<file path="src/hdl/sorted_value_table_macros.svh">
// Assertion macros for the sorted value table RTL (used by svt_datapath).
`ifndef SORTED_VALUE_TABLE_MACROS_SVH
`define SORTED_VALUE_TABLE_MACROS_SVH

// Condition holds at every clock edge out of reset (uses clk and rst_n in scope).
`define SVT_ASSERT_ALWAYS(label, cond, msg) \
    label: assert property (@(posedge clk) disable iff (!rst_n) (cond)) else $error(msg);

// When the antecedent holds, the consequent holds in the same cycle.
`define SVT_ASSERT_IMPLY(label, ante, cons, msg) \
    label: assert property (@(posedge clk) disable iff (!rst_n) (ante) |-> (cons)) \
        else $error(msg);

`endif

</file>
<file path="src/hdl/svt_pkg.sv">
// Shared types and constants for the sorted value table.
`default_nettype none

package svt_pkg;

    // Default table size and fixed field widths
    localparam int CAPACITY_DEF = 64;
    localparam int DATA_W       = 32;
    localparam int OPC_W        = 2;
    localparam int STATUS_W     = 2;
    localparam int COUNT_W      = 7;
    localparam int S_TDATA_W    = 40;
    localparam int M_TDATA_W    = 16;

    // Opcodes
    localparam logic [OPC_W-1:0] OP_INSERT = 2'd0;
    localparam logic [OPC_W-1:0] OP_LOOKUP = 2'd1;
    localparam logic [OPC_W-1:0] OP_DELETE = 2'd2;

    // Result status codes
    localparam logic [STATUS_W-1:0] ST_OK     = 2'd0;
    localparam logic [STATUS_W-1:0] ST_ABSENT = 2'd1;
    localparam logic [STATUS_W-1:0] ST_FULL   = 2'd2;

    // Pointer update
    typedef enum logic [2:0] {
        PTR_HOLD = 3'd0,
        PTR_ZERO = 3'd1,
        PTR_LAST = 3'd2,
        PTR_INC  = 3'd3,
        PTR_DEC  = 3'd4
    } ptr_op_t;

    // Write address select, relative to the pointer
    typedef enum logic [1:0] {
        WA_PTR = 2'd0,
        WA_INC = 2'd1,
        WA_DEC = 2'd2
    } wa_sel_t;

    // Controller to datapath commands
    typedef struct packed {
        logic                load_req;
        ptr_op_t             ptr_op;
        logic                we;
        wa_sel_t             wa_sel;
        logic                wd_key;
        logic                cnt_inc;
        logic                cnt_dec;
        logic                out_load;
        logic [STATUS_W-1:0] out_status;
    } dp_cmd_t;

    // Datapath to controller status
    typedef struct packed {
        logic [OPC_W-1:0] op;
        logic             cnt_zero;
        logic             full;
        logic             ptr_zero;
        logic             ptr_last;
        logic             rd_lt;
        logic             rd_eq;
        logic             out_free;
    } dp_stat_t;

endpackage

`default_nettype wire

</file>
<file path="src/hdl/svt_ram.sv">
// Generic single-write, single-read RAM with registered read data.
`default_nettype none

module svt_ram #(
    parameter int WIDTH = 32,
    parameter int DEPTH = 64
) (
    input  wire logic                     clk,
    input  wire logic                     we,
    input  wire logic [$clog2(DEPTH)-1:0] waddr,
    input  wire logic [WIDTH-1:0]         wdata,
    input  wire logic [$clog2(DEPTH)-1:0] raddr,
    output logic      [WIDTH-1:0]         rdata
);

    logic [WIDTH-1:0] mem [DEPTH];

    // Write port and registered read port
    always_ff @(posedge clk)
    begin
        if (we)
        begin
            mem[waddr] <= wdata;
        end
        rdata <= mem[raddr];
    end

endmodule

`default_nettype wire

</file>
<file path="src/hdl/svt_ctrl.sv">
// Operation sequencer for the sorted value table.
`default_nettype none

module svt_ctrl import svt_pkg::*; (
    input  wire logic     clk,
    input  wire logic     rst_n,
    input  wire logic     s_tvalid,
    output logic          s_tready,
    input  wire dp_stat_t st,
    output dp_cmd_t       cmd
);

    typedef enum logic [6:0] {
        S_IDLE      = 7'b0000001,
        S_DISPATCH  = 7'b0000010,
        S_INS_WALK  = 7'b0000100,
        S_INS_PUT   = 7'b0001000,
        S_FIND      = 7'b0010000,
        S_DEL_SHIFT = 7'b0100000,
        S_DONE      = 7'b1000000
    } state_t;

    state_t              state_reg, state_next;
    logic [STATUS_W-1:0] status_reg, status_next;

    // State and pending status
    always_ff @(posedge clk or negedge rst_n)
    begin
        if (!rst_n)
        begin
            state_reg  <= S_IDLE;
            status_reg <= ST_OK;
        end
        else
        begin
            state_reg  <= state_next;
            status_reg <= status_next;
        end
    end

    // Next state and commands
    always_comb
    begin
        state_next     = state_reg;
        status_next    = status_reg;
        s_tready       = 1'b0;
        cmd            = '0;
        cmd.ptr_op     = PTR_HOLD;
        cmd.wa_sel     = WA_PTR;
        cmd.out_status = status_reg;

        unique case (state_reg)
            S_IDLE:
            begin
                s_tready = 1'b1;
                if (s_tvalid)
                begin
                    cmd.load_req = 1'b1;
                    state_next   = S_DISPATCH;
                end
            end

            S_DISPATCH:
            begin
                case (st.op) inside
                    OP_INSERT:
                    begin
                        if (st.full)
                        begin
                            status_next = ST_FULL;
                            state_next  = S_DONE;
                        end
                        else if (st.cnt_zero)
                        begin
                            cmd.ptr_op = PTR_ZERO;
                            state_next = S_INS_PUT;
                        end
                        else
                        begin
                            // walk down from the last held entry
                            cmd.ptr_op = PTR_LAST;
                            state_next = S_INS_WALK;
                        end
                    end
                    OP_LOOKUP, OP_DELETE:
                    begin
                        if (st.cnt_zero)
                        begin
                            status_next = ST_ABSENT;
                            state_next  = S_DONE;
                        end
                        else
                        begin
                            cmd.ptr_op = PTR_ZERO;
                            state_next = S_FIND;
                        end
                    end
                    default:
                    begin
                        status_next = ST_ABSENT;
                        state_next  = S_DONE;
                    end
                endcase
            end

            // Shift entries not below the key up one slot until the gap is in place
            S_INS_WALK:
            begin
                cmd.we     = 1'b1;
                cmd.wa_sel = WA_INC;
                if (st.rd_lt)
                begin
                    cmd.wd_key  = 1'b1;
                    cmd.cnt_inc = 1'b1;
                    status_next = ST_OK;
                    state_next  = S_DONE;
                end
                else if (st.ptr_zero)
                begin
                    state_next = S_INS_PUT;
                end
                else
                begin
                    cmd.ptr_op = PTR_DEC;
                end
            end

            S_INS_PUT:
            begin
                cmd.we      = 1'b1;
                cmd.wa_sel  = WA_PTR;
                cmd.wd_key  = 1'b1;
                cmd.cnt_inc = 1'b1;
                status_next = ST_OK;
                state_next  = S_DONE;
            end

            // Scan up for the first entry not below the key
            S_FIND:
            begin
                if (st.rd_lt)
                begin
                    if (st.ptr_last)
                    begin
                        status_next = ST_ABSENT;
                        state_next  = S_DONE;
                    end
                    else
                    begin
                        cmd.ptr_op = PTR_INC;
                    end
                end
                else if (st.rd_eq)
                begin
                    status_next = ST_OK;
                    if (st.op == OP_LOOKUP)
                    begin
                        state_next = S_DONE;
                    end
                    else if (st.ptr_last)
                    begin
                        cmd.cnt_dec = 1'b1;
                        state_next  = S_DONE;
                    end
                    else
                    begin
                        cmd.ptr_op = PTR_INC;
                        state_next = S_DEL_SHIFT;
                    end
                end
                else
                begin
                    status_next = ST_ABSENT;
                    state_next  = S_DONE;
                end
            end

            // Close the gap: move each later entry down one slot
            S_DEL_SHIFT:
            begin
                cmd.we     = 1'b1;
                cmd.wa_sel = WA_DEC;
                if (st.ptr_last)
                begin
                    cmd.cnt_dec = 1'b1;
                    state_next  = S_DONE;
                end
                else
                begin
                    cmd.ptr_op = PTR_INC;
                end
            end

            S_DONE:
            begin
                if (st.out_free)
                begin
                    cmd.out_load = 1'b1;
                    state_next   = S_IDLE;
                end
            end

            default:
            begin
                state_next = S_IDLE;
            end
        endcase
    end

endmodule

`default_nettype wire

</file>
<file path="src/hdl/svt_datapath.sv">
// Table storage, walk pointer, count and result register.
`default_nettype none
`include "sorted_value_table_macros.svh"

module svt_datapath import svt_pkg::*; #(
    parameter int CAPACITY = CAPACITY_DEF
) (
    input  wire logic              clk,
    input  wire logic              rst_n,
    input  wire logic [OPC_W-1:0]  opcode,
    input  wire logic [DATA_W-1:0] value,
    input  wire dp_cmd_t           cmd,
    output dp_stat_t               st,
    input  wire logic              m_tready,
    output logic                   m_tvalid,
    output logic [STATUS_W-1:0]    status,
    output logic [COUNT_W-1:0]     entry_count
);

    localparam int AW = $clog2(CAPACITY);
    localparam int CW = $clog2(CAPACITY + 1);

    logic signed [DATA_W-1:0] key_reg;
    logic [OPC_W-1:0]         op_reg;
    logic [AW-1:0]            ptr_reg, ptr_next;
    logic [CW-1:0]            cnt_reg;
    logic                     m_tvalid_reg;
    logic [STATUS_W-1:0]      status_reg;
    logic [COUNT_W-1:0]       count_reg;
    logic [AW-1:0]            waddr;
    logic [DATA_W-1:0]        wdata;
    logic signed [DATA_W-1:0] rdata;

    // Pointer next value; the RAM reads at it so rdata follows ptr_reg
    always_comb
    begin
        unique case (cmd.ptr_op)
            PTR_HOLD: ptr_next = ptr_reg;
            PTR_ZERO: ptr_next = '0;
            PTR_LAST: ptr_next = AW'(cnt_reg - CW'(1));
            PTR_INC:  ptr_next = ptr_reg + AW'(1);
            PTR_DEC:  ptr_next = ptr_reg - AW'(1);
            default:  ptr_next = ptr_reg;
        endcase
    end

    // Write address and data
    always_comb
    begin
        unique case (cmd.wa_sel)
            WA_PTR:  waddr = ptr_reg;
            WA_INC:  waddr = ptr_reg + AW'(1);
            WA_DEC:  waddr = ptr_reg - AW'(1);
            default: waddr = ptr_reg;
        endcase
    end

    assign wdata = cmd.wd_key ? key_reg : rdata;

    svt_ram #(
        .WIDTH (DATA_W),
        .DEPTH (CAPACITY)
    ) u_ram (
        .clk   (clk),
        .we    (cmd.we),
        .waddr (waddr),
        .wdata (wdata),
        .raddr (ptr_next),
        .rdata (rdata)
    );

    // Request capture and walk pointer
    always_ff @(posedge clk)
    begin
        if (cmd.load_req)
        begin
            key_reg <= value;
            op_reg  <= opcode;
        end
        ptr_reg <= ptr_next;
    end

    // Held entry count
    always_ff @(posedge clk or negedge rst_n)
    begin
        if (!rst_n)
        begin
            cnt_reg <= '0;
        end
        else if (cmd.cnt_inc)
        begin
            cnt_reg <= cnt_reg + CW'(1);
        end
        else if (cmd.cnt_dec)
        begin
            cnt_reg <= cnt_reg - CW'(1);
        end
    end

    // Result register; count is taken after this operation's update
    always_ff @(posedge clk or negedge rst_n)
    begin
        if (!rst_n)
        begin
            m_tvalid_reg <= 1'b0;
        end
        else if (cmd.out_load)
        begin
            m_tvalid_reg <= 1'b1;
        end
        else if (m_tready)
        begin
            m_tvalid_reg <= 1'b0;
        end
    end

    always_ff @(posedge clk)
    begin
        if (cmd.out_load)
        begin
            status_reg <= cmd.out_status;
            count_reg  <= COUNT_W'(cnt_reg);
        end
    end

    assign m_tvalid    = m_tvalid_reg;
    assign status      = status_reg;
    assign entry_count = count_reg;

    // Status to the controller
    assign st.op       = op_reg;
    assign st.cnt_zero = (cnt_reg == '0);
    assign st.full     = (cnt_reg == CW'(CAPACITY));
    assign st.ptr_zero = (ptr_reg == '0);
    assign st.ptr_last = ((CW'(ptr_reg) + CW'(1)) == cnt_reg);
    assign st.rd_lt    = (rdata < key_reg);
    assign st.rd_eq    = (rdata == key_reg);
    assign st.out_free = !m_tvalid_reg || m_tready;

    `SVT_ASSERT_ALWAYS(a_cnt_bound, cnt_reg <= CW'(CAPACITY), "count above capacity")
    `SVT_ASSERT_IMPLY(a_inc_room, cmd.cnt_inc, cnt_reg < CW'(CAPACITY), "insert into full table")
    `SVT_ASSERT_IMPLY(a_dec_held, cmd.cnt_dec, cnt_reg != '0, "delete from empty table")
    `SVT_ASSERT_IMPLY(a_out_free, cmd.out_load, !m_tvalid_reg || m_tready, "result overwritten")

endmodule

`default_nettype wire

</file>
<file path="src/hdl/sorted_value_table.sv">
// Top level of the sorted value table.
// Holds up to CAPACITY signed 32-bit values in ascending order, duplicates allowed.
// Input stream s_*: one beat per operation: insert, look up or delete a value.
// Output stream m_*: one beat per operation with a status and the count held after it.
// Status: 0 done or found, 1 value not present (also for the unused opcode), 2 table full.
// Operations run one at a time; s_tready is high only while no operation is in progress.
// Steps of each operation after the input beat is taken:
//   insert: walk down from the last held entry, moving each entry not below the value up;
//   look up / delete: scan up for the first entry not below the value, then on delete
//   move each later entry down; a full table or an empty-table search skips the walk.
// The next input beat can be taken once the block is back in idle after loading the
// result register, so each operation starts when the one before it has finished.
// The walk is set by the single read and single write port of the entry RAM, one entry
// per cycle.
// The result sits in an output register: a new input beat is taken while an earlier
// result waits; a finished operation holds until the receiver frees that register.
// Reset (rst_n low, asynchronous) empties the table and drops any pending result; the
// entry RAM itself is not cleared, only entries below the count are ever read.
`default_nettype none

module sorted_value_table import svt_pkg::*; #(
    parameter int CAPACITY = CAPACITY_DEF
) (
    input  wire logic                 clk,
    input  wire logic                 rst_n,
    input  wire logic                 s_tvalid,
    output logic                      s_tready,
    input  wire logic [S_TDATA_W-1:0] s_tdata,   // [1:0] opcode, [33:2] value, rest zero
    output logic                      m_tvalid,
    input  wire logic                 m_tready,
    output logic [M_TDATA_W-1:0]      m_tdata    // [1:0] status, [8:2] entry_count, rest zero
);

    dp_cmd_t             cmd;
    dp_stat_t            st;
    logic [STATUS_W-1:0] status;
    logic [COUNT_W-1:0]  entry_count;

    svt_ctrl u_ctrl (
        .clk      (clk),
        .rst_n    (rst_n),
        .s_tvalid (s_tvalid),
        .s_tready (s_tready),
        .st       (st),
        .cmd      (cmd)
    );

    svt_datapath #(
        .CAPACITY (CAPACITY)
    ) u_datapath (
        .clk         (clk),
        .rst_n       (rst_n),
        .opcode      (s_tdata[OPC_W-1:0]),
        .value       (s_tdata[OPC_W+DATA_W-1:OPC_W]),
        .cmd         (cmd),
        .st          (st),
        .m_tready    (m_tready),
        .m_tvalid    (m_tvalid),
        .status      (status),
        .entry_count (entry_count)
    );

    // Pack the result beat
    assign m_tdata = {{(M_TDATA_W-COUNT_W-STATUS_W){1'b0}}, entry_count, status};

endmodule

`default_nettype wire

</file>
<file path="config.mk">
export PLATFORM = sky130hd
export DESIGN_NAME = sorted_value_table
export DESIGN_NICKNAME = d
export VERILOG_FILES = /design/src/hdl/svt_pkg.sv /design/src/hdl/svt_ram.sv /design/src/hdl/svt_ctrl.sv /design/src/hdl/svt_datapath.sv /design/src/hdl/sorted_value_table.sv
export VERILOG_INCLUDE_DIRS = /design/src /design/src/hdl
export SDC_FILE = /design/constraint.sdc
export NUM_CORES = 2
export LEC_CHECK = 0
export ABC_CLOCK_PERIOD_IN_PS = 6900
export BUFFER_PORTS_ARGS = -buffer_cell sky130_fd_sc_hd__buf_2
export CORE_ASPECT_RATIO = 1.4
export CORE_MARGIN = 2
export CORE_UTILIZATION = 56
export CTS_CLUSTER_DIAMETER = 150
export DETAILED_ROUTE_END_ITERATION = 10
export GPL_ROUTABILITY_DRIVEN = 0
export PLACE_DENSITY_LB_ADDON = 0.15
export SKIP_CTS_REPAIR_TIMING = 1
export SYNTH_ARGS = -nofsm -noshare
export SYNTH_HDL_FRONTEND = slang
export SYNTH_SLANG_ARGS = --single-unit
</file>
<file path="constraint.sdc">
create_clock -name clk -period 6.9 [get_ports clk]
set_input_delay 0.69 -clock clk [delete_from_list [all_inputs] [get_ports clk]]
set_output_delay 0.69 -clock clk [all_outputs]
set_load 0.05 [all_outputs]
</file>
**Word level (Yosys, flattened, before mapping)**

Memories as Yosys holds them, arrays and structs flattened. A register that Yosys moved wholly into a read port is not among the register bits.
Cells that the tools add are included.

- Output and inout port bits: 18
- Memories: 1
- Logic and storage cells: 110
- Bits in writable memories: 2048
- Bits in registers: 66

Memories:

| name | depth | bits a word | rd ports | clocked after memory_dff | wr ports | RTL line | text |
|---|---|---|---|---|---|---|---|
| u_datapath.u_ram.mem | 64 | 32 | 1 | 1 | 1 | svt_ram.sv:16 | `logic [WIDTH-1:0] mem [DEPTH];` |

- Reductions and logical operators: 11
- Order comparisons: 1
- Multiplexer cells: 58
- Equal/unequal tests: 25
- Add/subtract/negate cells: 5

Operators with widths:

| cell | count |
|---|---|
| 7-bit two-way mux | 15 |
| 7-bit case mux with 7 select lines | 1 |
| 32-bit equality test | 1 |
| 32-bit less-than comparator | 1 |
| 32-bit two-way mux | 1 |
| 3-bit two-way mux | 8 |
| 6-bit case mux with 4 select lines | 1 |
| 2-bit two-way mux | 10 |
| 1-bit two-way mux | 15 |
| 7-bit equality test, second input constant | 2 |
| 3-bit case mux with 4 select lines | 1 |
| 6-bit case mux with 2 select lines | 1 |
| 3-bit != test, second input constant | 3 |
| 3-bit case mux with 3 select lines | 1 |
| 2-bit case mux with 4 select lines | 1 |
| 6-bit by 1-bit adder with 7-bit output, second input constant | 1 |
| 7-bit by 1-bit adder with 7-bit output, second input constant | 1 |
| 7-bit by 1-bit equality test with 1-bit output, second input constant | 1 |
| 7-bit by 2-bit equality test with 1-bit output, second input constant | 1 |
| 7-bit by 3-bit equality test with 1-bit output, second input constant | 1 |
| 7-bit by 4-bit equality test with 1-bit output, second input constant | 1 |
| 7-bit by 5-bit equality test with 1-bit output, second input constant | 1 |
| 7-bit by 6-bit equality test with 1-bit output, second input constant | 1 |
| 7-bit equality test | 1 |
| 23 further kinds | 29 |

**Logic depth before layout (Yosys ltp)**

- Word-level depth: 9
- Gate-level depth with buffers: 22
- Mapped depth without buffers: 16

**Cells and area by module**

From an unflattened synthesis, not the netlist that was laid out.

- Cells, all modules: 3808
- Area total of the unflattened synthesis: 83254.8 um2

Modules (own cells, without submodules):

| module | cells an instance | instances | area an instance (um2) |
|---|---|---|---|
| svt_ram | 3324 | 1 | 78515.3 |
| svt_datapath | 387 | 1 | 3930.0 |
| svt_ctrl | 89 | 1 | 753.2 |
| sorted_value_table | 8 | 1 | 56.3 |

**Worst setup path before layout**

No wires, ideal clock.

- Path kind: register to register
- Start point: register u_datapath.key_reg[31]
- End point: memory u_datapath.u_ram.mem[0][31] (data pin)
- Stages on the path, launching flop included: 14
- Arrival: 5.112 ns
- Data required time: 6.198 ns
- Path slack: 1.086 ns
- Period minus slack after synthesis: 5.814 ns
- Cells stage by stage: edfxtp_1 > inv_1 > ha_1 > nand4_1 > nor2_1 > a221oi_1 > nand3b_1 > o21ai_1 > nand2_1 > o21ai_0 > nand2_1 > clkbuf_1 > clkbuf_1 > o21ai_0

- Cells in the longest elaborated chain, start to end: 4

RTL lines:

| item | RTL line | text |
|---|---|---|
| start, declared | svt_datapath.sv:23 | `logic signed [DATA_W-1:0] key_reg;` |
| start signal, assigned | svt_datapath.sv:77 | `key_reg <= value;` |
| 32-bit less-than comparator | svt_datapath.sv:136 | `assign st.rd_lt = (rdata < key_reg);` |
| 2-bit two-way mux | svt_ctrl.sv:111 | `if (st.rd_lt)` |
| 2-bit case mux with 2 select lines | svt_ctrl.sv:52 | `unique case (state_reg)` |
| 32-bit two-way mux * | svt_datapath.sv:58 | `assign wdata = cmd.wd_key ? key_reg : rdata;` |
| named net u_datapath.u_ram.wdata[31] | svt_ram.sv:11 | `input wire logic [WIDTH-1:0] wdata,` |
| end, declared | svt_ram.sv:16 |  |

Mark *: on every way through the listed nets, which the timed path passes. The rest lies on a longest branch.

**Worst setup path after layout**

- Start point: register u_datapath.u_ram.rdata[19], read port of u_datapath.u_ram.mem
- End point: register u_datapath.u_ram.rdata[8], read port of u_datapath.u_ram.mem

- Cells in the longest elaborated chain, start to end: 6
- Elaborated cells between the ends (all ways): 11

RTL lines:

| item | RTL line | text |
|---|---|---|
| start, declared | svt_ram.sv:13 | `output logic [WIDTH-1:0] rdata` |
| parallel branches: the longest is 3 deep, another holds 32-bit less-than comparator | -- |  |
| 3-bit case mux with 4 select lines * | svt_ctrl.sv:52 |  |
| 3-bit equality test (tied with other cells) | svt_datapath.sv:37 | `unique case (cmd.ptr_op)` |
| 6-bit case mux with 4 select lines * | svt_datapath.sv:37 |  |

Every way passes the cells marked *.
A chain may end at the register's enable or synchronous reset.

==> impl_results.md <==
* Worst r2r path cells at 15
* Min-Delay Endpoint: u_datapath.key_reg[2]
* Syn Area/Cell at 13.5 um2
* Post-Synthesis Cell Area at 85700 um2
* HP Class: primary input to flip-flop
* Via density at 6.32
* Peak supply drop at 0.000366 V
* Worst setup SP type: flip-flop
* WP data arrival at 7090 ps
* Seq. cell area at 64000 um2
* PortBufs at 48
* GRT Util Overall at 30.9%
* Fillers at 11200
* Hold slack final at 39.2 ps
* Final Hold Fails at 0
* HPWL Detailed at 143000 um
* Unique cell type count in the Yosys netlist at 89
* Unrepaired setup endpoints after global routing: false
* Worst Hold Launch: s_tdata[4]
* Reg2reg start: u_datapath.u_ram.rdata[19]
* Die area at 156000 um2
* Max FFs per register at 2048
* Post-synth EDFFs at 2091
* Max clock buf depth at 3
* Detailed Route WL at 243000 um
* CP endpoint kind: flip-flop
* Post-Route Utilization at 63.0%
* Critical path type: flip-flop to flip-flop
* Skew-Pair Late Insertion Delay at 840 ps
* Finished Layout Cells at 8570
* Maximum fanout along the worst path at 14
* Fin crit share at 95.1%
* Gr ovfl total at 0
* Post-Synthesis Cells at 6338
* Final setup viols at 0
* Cell Pwr Density at 415 nW/um2
* Post-route ant nets at 0
* I/O pin count at 62
* Initial antenna violation count at 11
* Initial drt markers at 7406
* Via Count at 54200
* Clock H-tree levels at 4
* Sequential area share after synthesis at 74.7%
* CTS buffer count at 192
* Largest net degree at the start of global routing at 114
* Outcome: finished clean
* Maxcap violations at 0
* Worst-margin pin slew at 1470 ps
* Min Tclk post-route at 6560 ps
* Hold Crit Depth at 1
* Nets at 6529
* Root buffer cell: clkbuf_16
* Drt first pass iters at 9
* Vias in the first global route at 51900
* Num Clock Sinks at 2146
* FFs w/ async S/R, synth at 0.792%
* Clock slew seen by the registers of the worst setup and hold paths at 60 ps
* Synthesis-stage register bit count at 2146
* First-pass GRT wire length at 350000 um
* Inst Count DP at 8215
* Commonest non-fill, non-tap cell in the layout: edfxtp_1
* Share of cells above drive strength 1 at 10.4%
* Final Instance Area at 95600 um2
* Syn-to-layout area delta at 11.6%
* Relative slew slack at 1.66%
* Initial cell density of the core at 56.4%
* Worst R2R End: u_datapath.u_ram.rdata[8]
* Die Y at 467 um
* Post-route DRC at 0
* Placeable Area at 152000 um2
* Slew Viols, Final at 0
* Area of the multi-input gates at 20600 um2
* Synth warnings at 0
* # rows at 169
* Most frequent cells in the layout: edfxtp_1 (2091), nand2_1 (1715), nand3_1 (632)
* Die width at 335 um
* WP data required at 7430 ps
* CTS tree: done
* Main synth FF type: edfxtp_1
* Max Clk Rate at 152 MHz
* Drt wl/cell at 28.4 um
* Skew final at 27.6 ps
* Total Neg Setup Slack at 0 ps
* Dpl cell area at 89700 um2
* Leak at 33.3 nW
* Flop-to-flop setup slack at 340 ps
==> per-layer routing <==
layer	GRT usage, %	up-vias	wire [um]
li1	-	23700	-
met1	41.2	27200	91800
met2	50.8	2820	118000
met3	5.07	470	23000
met4	12.8	2	9880
met5	0	-	26
==> cell type report <==
| cell class | count | share of cell area [%] |
|---|---|---|
| flip-flops and latches | 2146 | 66.9 |
| multi-input cells | 3752 | 21.5 |
| clock buffers | 262 | 5.50 |
| well taps | 1966 | 2.57 |
| repair buffers | 298 | 2.53 |
| clock inverters | 90 | 0.716 |
| inverters | 54 | 0.234 |
| diodes | 2 | 0.00523 |
==> cells by family (layout without fill, tap and decap cells) <==
group	count (synthesis)	count (layout)	share of synthesized area, %
simple gates	2816	2816	14.3
xor+xnor	20	20	0.220
compound gates	645	645	5.22
other cells	1	9	0.00438
flops	2146	2146	74.7
mux	223	223	2.61
fa+ha+maj	41	41	0.599
buf+inv	446	704	2.38
==> Yosys cell counts (38+ instances only) <==
cell	count	area share (%)
nand2_1	1716	7.5
nand4_1	59	0.43
a311oi_1	94	0.96
dfxtp_1	38	0.89
buf_2	157	0.92
mux2i_1	221	2.6
nand3_1	633	3.7
ha_1	41	0.60
edfxtp_1	2091	73
nor2_1	136	0.60
inv_1	50	0.22
a31oi_1	108	0.79
a21oi_1	100	0.58
clkbuf_1	163	0.71
and3_1	198	1.4
o22ai_1	73	0.53
o21ai_0	88	0.51
==> per-stage QoR <==
stage          setup slack (ps)  power [mW]
2_1_floorplan              1090        24.9
6_report                    340        39.7
4_1_cts                     192        39.6
3_5_place_dp                195        29.4
5_1_grt                     262        41.2
3_3_place_gp                177        29.2
==> worst max-delay path, stage by stage (launching register included) <==
cell and delay, ps:
dfxtp_1 590, ha_1 350, a21oi_1 210, o21ai_0 140, a221oi_1 570, a21oi_1 190, a21oi_1 600, a21oi_1 320
a221o_1 400, nand2_1 110, buf_4 230, or3_1 870, buf_4 390, a21oi_1 130, a211oi_2 590, nand4_1 530
==> worst max path at each step <==
stage	slack, ps	end	depth (start not counted)	from
after floorplan	1090	u_datapath.u_ram.mem[0][31]	13	u_datapath.key_reg[31]
after global placement	180	u_datapath.u_ram.rdata[8]	14	u_datapath.u_ram.rdata[19]
after detailed placement	200	u_datapath.u_ram.rdata[8]	14	u_datapath.u_ram.rdata[19]
after CTS	190	u_datapath.u_ram.rdata[8]	14	u_datapath.u_ram.rdata[19]
after global routing	260	u_datapath.u_ram.rdata[8]	17	u_datapath.u_ram.rdata[19]
final	340	u_datapath.u_ram.rdata[8]	15	u_datapath.u_ram.rdata[19]
==> power breakdown <==
group	internal, mW	switching, mW
clock	5.66	4.64
sequential	16.5	0.259
combinational	3.40	9.22
total	25.6	14.1
(Power assumes the default switching activity.)
